## config.mk

```make
export PLATFORM = sky130hd
export DESIGN_NAME = two_way_sorted_merge
export DESIGN_NICKNAME = d
export VERILOG_FILES = /design/src/rtl/tsm_pkg.sv /design/src/rtl/tsm_ram.sv /design/src/rtl/tsm_queue.sv /design/src/rtl/two_way_sorted_merge.sv
export SDC_FILE = /design/constraint.sdc
export NUM_CORES = 2
export LEC_CHECK = 0
export BUFFER_PORTS_ARGS = -buffer_cell sky130_fd_sc_hd__clkbuf_2
export CAP_MARGIN = 10
export CORE_UTILIZATION = 50
export DETAILED_ROUTE_END_ITERATION = 8
export GPL_ROUTABILITY_DRIVEN = 0
export HOLD_SLACK_MARGIN = 0.06
export PLACE_DENSITY_LB_ADDON = 0.3
export SLEW_MARGIN = 10
export SYNTH_ARGS = -nofsm -noshare
export SYNTH_HDL_FRONTEND = slang
export SYNTH_SLANG_ARGS = --single-unit
```

## constraint.sdc

```tcl
create_clock -name clk_i -period 4.7 [get_ports clk_i]
set_input_delay 0.235 -clock clk_i [delete_from_list [all_inputs] [get_ports clk_i]]
set_output_delay 0.235 -clock clk_i [all_outputs]
set_load 0.005 [all_outputs]
```

## src/rtl/tsm_pkg.sv

```systemverilog
// Shared types and constants for the two-way sorted merge block.
package tsm_pkg;

  localparam int unsigned KEY_W           = 64;
  localparam int unsigned DEF_QUEUE_DEPTH = 32;

  typedef enum logic {
    OP_LEFT  = 1'b0,
    OP_RIGHT = 1'b1
  } op_e;

  typedef struct packed {
    logic               operation;
    logic [KEY_W-1:0]   key;
    logic               stream_end;
  } in_item_t;

  typedef struct packed {
    logic [KEY_W-1:0]   merged_key;
    logic               final_key;
    logic               overflow;
  } out_item_t;

  typedef struct packed {
    logic push;
    logic pop;
  } queue_ctrl_t;

  typedef struct packed {
    logic empty;
    logic full;
    logic one;    // exactly one key held
  } queue_stat_t;

  typedef enum logic [1:0] {
    ST_IDLE,
    ST_READ,
    ST_CMP,
    ST_OVF
  } state_e;

endpackage

```

## src/rtl/tsm_ram.sv

```systemverilog
// Generic single-write, single-read RAM with registered read data.
module tsm_ram #(
  parameter int unsigned WIDTH = 64,
  parameter int unsigned DEPTH = 32
) (
  input  logic                     clk_i,
  input  logic                     we_i,
  input  logic [$clog2(DEPTH)-1:0] waddr_i,
  input  logic [WIDTH-1:0]         wdata_i,
  input  logic [$clog2(DEPTH)-1:0] raddr_i,
  output logic [WIDTH-1:0]         rdata_o
);

  logic [WIDTH-1:0] mem_q [DEPTH];
  logic [WIDTH-1:0] rdata_q;

  always_ff @(posedge clk_i) begin
    if (we_i) begin
      mem_q[waddr_i] <= wdata_i;
    end
    rdata_q <= mem_q[raddr_i];
  end

  assign rdata_o = rdata_q;

endmodule

```

## src/rtl/tsm_queue.sv

```systemverilog
// Circular key queue: RAM storage plus head/tail pointers and fill count.
module tsm_queue import tsm_pkg::*; #(
  parameter int unsigned QUEUE_DEPTH = DEF_QUEUE_DEPTH
) (
  input  logic             clk_i,
  input  logic             rst_ni,
  input  queue_ctrl_t      ctrl_i,
  input  logic [KEY_W-1:0] key_i,
  output logic [KEY_W-1:0] head_o,
  output queue_stat_t      stat_o
);

  localparam int unsigned PW = $clog2(QUEUE_DEPTH);
  localparam int unsigned CW = $clog2(QUEUE_DEPTH + 1);

  logic [PW-1:0] head_q, head_d;
  logic [PW-1:0] tail_q, tail_d;
  logic [CW-1:0] count_q, count_d;

  function automatic logic [PW-1:0] ptr_inc(input logic [PW-1:0] p);
    ptr_inc = (p == PW'(QUEUE_DEPTH - 1)) ? '0 : p + 1'b1;
  endfunction

  always_comb begin
    head_d  = ctrl_i.pop  ? ptr_inc(head_q) : head_q;
    tail_d  = ctrl_i.push ? ptr_inc(tail_q) : tail_q;
    count_d = count_q;
    unique case ({ctrl_i.push, ctrl_i.pop})
      2'b10:   count_d = count_q + 1'b1;
      2'b01:   count_d = count_q - 1'b1;
      default: count_d = count_q;
    endcase
  end

  always_ff @(posedge clk_i or negedge rst_ni) begin
    if (!rst_ni) begin
      head_q  <= '0;
      tail_q  <= '0;
      count_q <= '0;
    end else begin
      head_q  <= head_d;
      tail_q  <= tail_d;
      count_q <= count_d;
    end
  end

  // Read port follows the head pointer; the read data is registered, so it lags the pointer.
  tsm_ram #(
    .WIDTH (KEY_W),
    .DEPTH (QUEUE_DEPTH)
  ) u_ram (
    .clk_i   (clk_i),
    .we_i    (ctrl_i.push),
    .waddr_i (tail_q),
    .wdata_i (key_i),
    .raddr_i (head_q),
    .rdata_o (head_o)
  );

  assign stat_o.empty = (count_q == '0);
  assign stat_o.full  = (count_q == CW'(QUEUE_DEPTH));
  assign stat_o.one   = (count_q == CW'(1));

endmodule

```

## src/rtl/two_way_sorted_merge.sv

```systemverilog
// Top level of the stable two-way merge of ascending 64-bit key streams.
// Each request pushes one key into the left or right queue (QUEUE_DEPTH keys
// each, held in RAM); the block then emits merged keys while a decision can be
// made, ties going to the left, and flags the last key of the merge. After a
// request is accepted, each merged key takes a queue RAM read of the new heads
// and then a compare and pop. A request whose last released key ends the merge
// returns to idle after that key; any other push ends with one more read and
// compare that finds no decision. A push after the end of its stream is
// ignored, and a push to a full queue is dropped and reported as an overflow
// item. A result waiting in the output register does not block the next
// request; the block only stalls when it needs that slot.
module two_way_sorted_merge import tsm_pkg::*; #(
  parameter int unsigned QUEUE_DEPTH = DEF_QUEUE_DEPTH
) (
  input  logic      clk_i,
  input  logic      rst_ni,
  input  logic      in_valid_i,
  output logic      in_ready_o,
  input  in_item_t  in_item_i,
  output logic      out_valid_o,
  input  logic      out_ready_i,
  output out_item_t out_item_o
);

  state_e      state_q, state_d;
  logic        left_ended_q, left_ended_d;
  logic        right_ended_q, right_ended_d;
  logic        out_valid_q, out_valid_d;
  out_item_t   out_item_q, out_item_d;

  queue_ctrl_t lq_ctrl, rq_ctrl;
  queue_stat_t lq_stat, rq_stat;
  logic [KEY_W-1:0] l_head, r_head;

  logic accept, slot_free, sel_right, sel_ended, sel_full;
  logic l_ne, r_ne, emit, take_r, fin, load_out;

  tsm_queue #(.QUEUE_DEPTH(QUEUE_DEPTH)) u_left (
    .clk_i  (clk_i),
    .rst_ni (rst_ni),
    .ctrl_i (lq_ctrl),
    .key_i  (in_item_i.key),
    .head_o (l_head),
    .stat_o (lq_stat)
  );

  tsm_queue #(.QUEUE_DEPTH(QUEUE_DEPTH)) u_right (
    .clk_i  (clk_i),
    .rst_ni (rst_ni),
    .ctrl_i (rq_ctrl),
    .key_i  (in_item_i.key),
    .head_o (r_head),
    .stat_o (rq_stat)
  );

  assign in_ready_o = (state_q == ST_IDLE);
  assign accept     = in_valid_i && in_ready_o;
  assign slot_free  = !out_valid_q || out_ready_i;
  assign sel_right  = (op_e'(in_item_i.operation) == OP_RIGHT);
  assign sel_ended  = sel_right ? right_ended_q : left_ended_q;
  assign sel_full   = sel_right ? rq_stat.full : lq_stat.full;

  // Merge decision on the current heads.
  assign l_ne = !lq_stat.empty;
  assign r_ne = !rq_stat.empty;

  always_comb begin
    emit   = 1'b0;
    take_r = 1'b0;
    priority if (l_ne && r_ne) begin
      emit   = 1'b1;
      take_r = (r_head < l_head);
    end else if (l_ne && right_ended_q) begin
      emit   = 1'b1;
    end else if (r_ne && left_ended_q) begin
      emit   = 1'b1;
      take_r = 1'b1;
    end else begin
      emit   = 1'b0;
    end
  end

  assign fin = left_ended_q && right_ended_q &&
               (take_r ? (rq_stat.one && !l_ne) : (lq_stat.one && !r_ne));

  // Next state.
  always_comb begin
    state_d = state_q;
    unique case (state_q)
      ST_IDLE: begin
        if (accept && !sel_ended) begin
          state_d = sel_full ? ST_OVF : ST_READ;
        end
      end
      ST_READ: state_d = ST_CMP;
      ST_CMP: begin
        if (!emit) begin
          state_d = ST_IDLE;
        end else if (slot_free) begin
          state_d = fin ? ST_IDLE : ST_READ;
        end
      end
      ST_OVF: begin
        if (slot_free) begin
          state_d = ST_IDLE;
        end
      end
      default: state_d = ST_IDLE;
    endcase
  end

  // Outputs and datapath controls.
  always_comb begin
    lq_ctrl       = '0;
    rq_ctrl       = '0;
    left_ended_d  = left_ended_q;
    right_ended_d = right_ended_q;
    load_out      = 1'b0;
    out_item_d    = out_item_q;
    unique case (state_q)
      ST_IDLE: begin
        if (accept && !sel_ended && !sel_full) begin
          if (sel_right) begin
            rq_ctrl.push  = 1'b1;
            right_ended_d = right_ended_q || in_item_i.stream_end;
          end else begin
            lq_ctrl.push  = 1'b1;
            left_ended_d  = left_ended_q || in_item_i.stream_end;
          end
        end
      end
      ST_CMP: begin
        if (emit && slot_free) begin
          load_out              = 1'b1;
          out_item_d.merged_key = take_r ? r_head : l_head;
          out_item_d.final_key  = fin;
          out_item_d.overflow   = 1'b0;
          rq_ctrl.pop           = take_r;
          lq_ctrl.pop           = !take_r;
          if (fin) begin
            left_ended_d  = 1'b0;
            right_ended_d = 1'b0;
          end
        end
      end
      ST_OVF: begin
        if (slot_free) begin
          load_out              = 1'b1;
          out_item_d.merged_key = '0;
          out_item_d.final_key  = 1'b0;
          out_item_d.overflow   = 1'b1;
        end
      end
      default: begin
        load_out = 1'b0;
      end
    endcase
  end

  assign out_valid_d = load_out || (out_valid_q && !out_ready_i);

  always_ff @(posedge clk_i or negedge rst_ni) begin
    if (!rst_ni) begin
      state_q       <= ST_IDLE;
      left_ended_q  <= 1'b0;
      right_ended_q <= 1'b0;
      out_valid_q   <= 1'b0;
    end else begin
      state_q       <= state_d;
      left_ended_q  <= left_ended_d;
      right_ended_q <= right_ended_d;
      out_valid_q   <= out_valid_d;
    end
  end

  always_ff @(posedge clk_i) begin
    if (load_out) begin
      out_item_q <= out_item_d;
    end
  end

  assign out_valid_o = out_valid_q;
  assign out_item_o  = out_item_q;

`ifndef ASSERT_OFF
  // Writes and head reads never overlap, so the RAM needs no forwarding.
  a_push_pop_apart: assert property (@(posedge clk_i) disable iff (!rst_ni)
    (lq_ctrl.push || rq_ctrl.push) |-> !(lq_ctrl.pop || rq_ctrl.pop))
    else $error("push and pop in the same cycle");

  a_no_pop_empty: assert property (@(posedge clk_i) disable iff (!rst_ni)
    !(lq_ctrl.pop && lq_stat.empty) && !(rq_ctrl.pop && rq_stat.empty))
    else $error("pop from empty queue");

  a_no_push_full: assert property (@(posedge clk_i) disable iff (!rst_ni)
    !(lq_ctrl.push && lq_stat.full) && !(rq_ctrl.push && rq_stat.full))
    else $error("push into full queue");

  a_final_clears: assert property (@(posedge clk_i) disable iff (!rst_ni)
    (load_out && out_item_d.final_key) |=>
      (!left_ended_q && !right_ended_q && lq_stat.empty && rq_stat.empty))
    else $error("merge state not cleared after final key");

  a_cmp_after_read: assert property (@(posedge clk_i) disable iff (!rst_ni)
    (state_q == ST_CMP && $past(state_q) != ST_CMP) |-> $past(state_q) == ST_READ)
    else $error("compare without a head read");
`endif

endmodule
```

==> results.toml <==
[logic_synthesis]
seq_area_frac_synth = 0.779
yosysTopAreaCellShare = 0.758
synth-seq-cells = 4327
synthFlopType = "edfxtp_1"
synth_area_per_cell_um2 = 24.3
ys_warn_count = 0
synth.distinct_cells = 72
synth_nets = 6948
yosys.area.top_type = "edfxtp_1"
netlist_area_um2 = 165000
synth-edff-count = 4162
async_flop_share = 0.00855
synth_area_leaders = "edfxtp_1 76%, mux4_2 17%, dfxtp_1 1.6%"
synth_cells = 6791

[timing]
grt_setup_unrepaired = "no"
min_period_ps = 4210
slew_violations = 0
clock-skew-final_ps = 66.8
max_freq_mhz = 237
slew_headroom = 0.142
finalHoldViolCount = 0
setup_viol = 0
finalCritPeriodShare = 0.896
worst_slack_ps = 486
tightest_slew_ps = 1290

[power_and_ir_drop]
ir_drop_mv = 0.407
powerDensity_nw_per_um2 = 569
cellLeakagePower_nw = 58.9

[critical_path]
endpoint_kind = "flip-flop"
path_class = "reg2reg"
critPathRequiredTime_ps = 5530
crit_path_start_kind = "flip-flop"
worst-path-max-fanout = 43
cp_data_arrival_time_ps = 5050

[global_route]
grt_usage = 0.272
grt_pass1_vias = 78700
grt_overflow_total = 0
grt_max_degree = 78
antenna_found_initial = 28
grt_pass1_wl_um = 624000

[route]
wl_per_cell_um = 37.4
drt_iter0_drc = 11500
ant_nets = 0
drc = 0
first_pass_iters = 5
vias = 79900
via_per_inst = 6.61
wl_um = 452000

[placed_design]
io_buffer_count = 137
dp.final_hpwl_um = 249000
post-place-ws_ps = 624
dp.cells = 11200

[clock_tree]
cts_buffer_depth = 4
cts-root-buf = "clkbuf_16"
cts-hold-fix-buffers = 12
cts.clk_slew.worst_paths_ps = 60
htree_levels = 5
cts_tree = "yes"
cts_resized = 0
cts_made_buffers = 431
clk_latency_ps = 980
post_cts_buffers = 0
clock_sinks = 4327

[layout]
syn2layout_area_growth_pct = 14.5
nets = 7506
drive_above_1_share = 0.343
post_layout_nonfiller_instances = 12100

[floorplan]
coreArea_um2 = 328000
io_pins = 138
die_area_um2 = 332000
die_x_um = 576
start_util = 0.503
rows = 210
die_h_um = 576

[worst_hold_path]
min_path_type = "in2reg"

[run_status]
status = "complete, no violations"

[job]
maxCapViolations = 0
==> kinds of logic after synthesis <==
| group | count (synthesis) | synth area share |
|---|---|---|
| simple gates | 303 | 0.0102 |
| mux | 1417 | 0.184 |
| fa+ha+maj | 87 | 0.00660 |
| compound gates | 218 | 0.00824 |
| flops | 4327 | 0.779 |
| xor+xnor | 12 | 0.000637 |
| buf+inv | 427 | 0.0112 |
==> final timing paths <==
check / start / to / slack (ps) / cells after the start
max reg2reg: u_left.u_ram.rdata_o[49] / out_item_o[33] / 490 / 12
min reg2reg: u_right.count_q[5] / u_right.count_q[5] / 510 / 1
min in group asynchronous: rst_ni / right_ended_q / 340 / 4
min: in_item_i[23] / u_left.u_ram.mem_q[14][22] / 50 / 1
max: u_left.u_ram.rdata_o[49] / out_item_o[33] / 490 / 12
max in group asynchronous: rst_ni / u_right.head_q[2] / 4110 / 4
==> synth_stat cells (4+ instances only) <==
| cell type | number |
|---|---|
| a21oi_2 | 31 |
| a21oi_1 | 65 |
| xnor2_1 | 4 |
| buf_12 | 7 |
| xor2_1 | 8 |
| nand2_1 | 54 |
| mux2_2 | 128 |
| ha_1 | 87 |
| or3_1 | 6 |
| a31oi_1 | 4 |
| inv_1 | 74 |
| dfrtp_1 | 37 |
| nor2_1 | 96 |
| dfxtp_1 | 128 |
| buf_2 | 71 |
| nand3_1 | 50 |
| o21ai_0 | 57 |
| or3b_2 | 4 |
| o21ai_1 | 34 |
| buf_1 | 47 |
| nand4_1 | 10 |
| mux2_1 | 6 |
| mux4_2 | 1280 |
| and3_1 | 5 |
| nand3b_1 | 6 |
| edfxtp_1 | 4162 |
| nor3_1 | 10 |
| clkbuf_1 | 218 |
| nand3_2 | 33 |
==> sequential cells by signal, summed over array words and instances, names as in the netlist, 2 cells and up <==
signal	count
out_item_o	66
state_q	2
u_left.count_q	6
u_left.head_q	5
u_left.tail_q	5
u_left.u_ram.mem_q	2048
u_left.u_ram.rdata_o	64
u_right.count_q	6
u_right.head_q	5
u_right.tail_q	5
u_right.u_ram.mem_q	2048
u_right.u_ram.rdata_o	64
==> where the power goes <==
group          switching, mW  total, mW  internal [mW]
registers               1.76       45.7           44.0
clock network           14.6       34.5           19.9
logic                   14.0       27.2           13.2
==> critical path: stages (launching register included) <==
cell	delay (ps)
dfxtp_1	340
inv_1	50
ha_1	300
and4_1	280
nand3_1	210
nor3_2	80
buf_4	170
and4bb_1	200
a22o_2	330
nor3_4	960
buf_4	640
o21ai_0	270
a21oi_2	180
==> per-stage QoR <==
step / instance area, um^2 / hold slack [ps] / util / total power, mW / setup TNS [ps]
after detailed placement: 174000 / 471 / 0.532 / 73.7 / 0
after CTS: 189000 / 72.8 / 0.576 / 108 / 0
after global placement: 174000 / 450 / 0.532 / 73.4 / 0
final: 189000 / 49.8 / 0.576 / 107 / 0
after floorplan: 165000 / -60.6 / - / 64.4 / -840630
after global routing: 189000 / 71.0 / 0.576 / 111 / 0
==> final cells by class <==
class	instances	area, um^2
Antenna cell	12	30.0
Clock buffer	541	11400
Clock inverter	261	2770
Fill cell	22800	139000
Inverter	76	285
Multi-Input combinational cell	2037	35100
Sequential cell	4327	129000
Tap cell	4346	5440
Timing Repair Buffer	476	5250
==> cell usage in the layout (no fill, tap or decap), types with 54 or more instances in the layout <==
cell type and n:
edfxtp_1 4162, mux4_2 1280, clkbuf_16 437, buf_4 167, buf_12 153, mux2_2 128, dfxtp_1 128, clkbuf_2 114
clkbuf_1 95, clkinv_1 92, ha_1 87, inv_1 74, clkinv_2 74, nor2_4 66, a21oi_1 65, o21ai_0 57
nand2_1 54
==> routing by layer <==
metal,routed length [um],track usage,vias up
met5,49,0,-
met4,17000,0.0928,8
met3,50100,0.0579,720
met2,213000,0.421,5024
met1,172000,0.390,43800
li1,-,-,30400
Note: power is estimated with default switching activity, not from simulation.
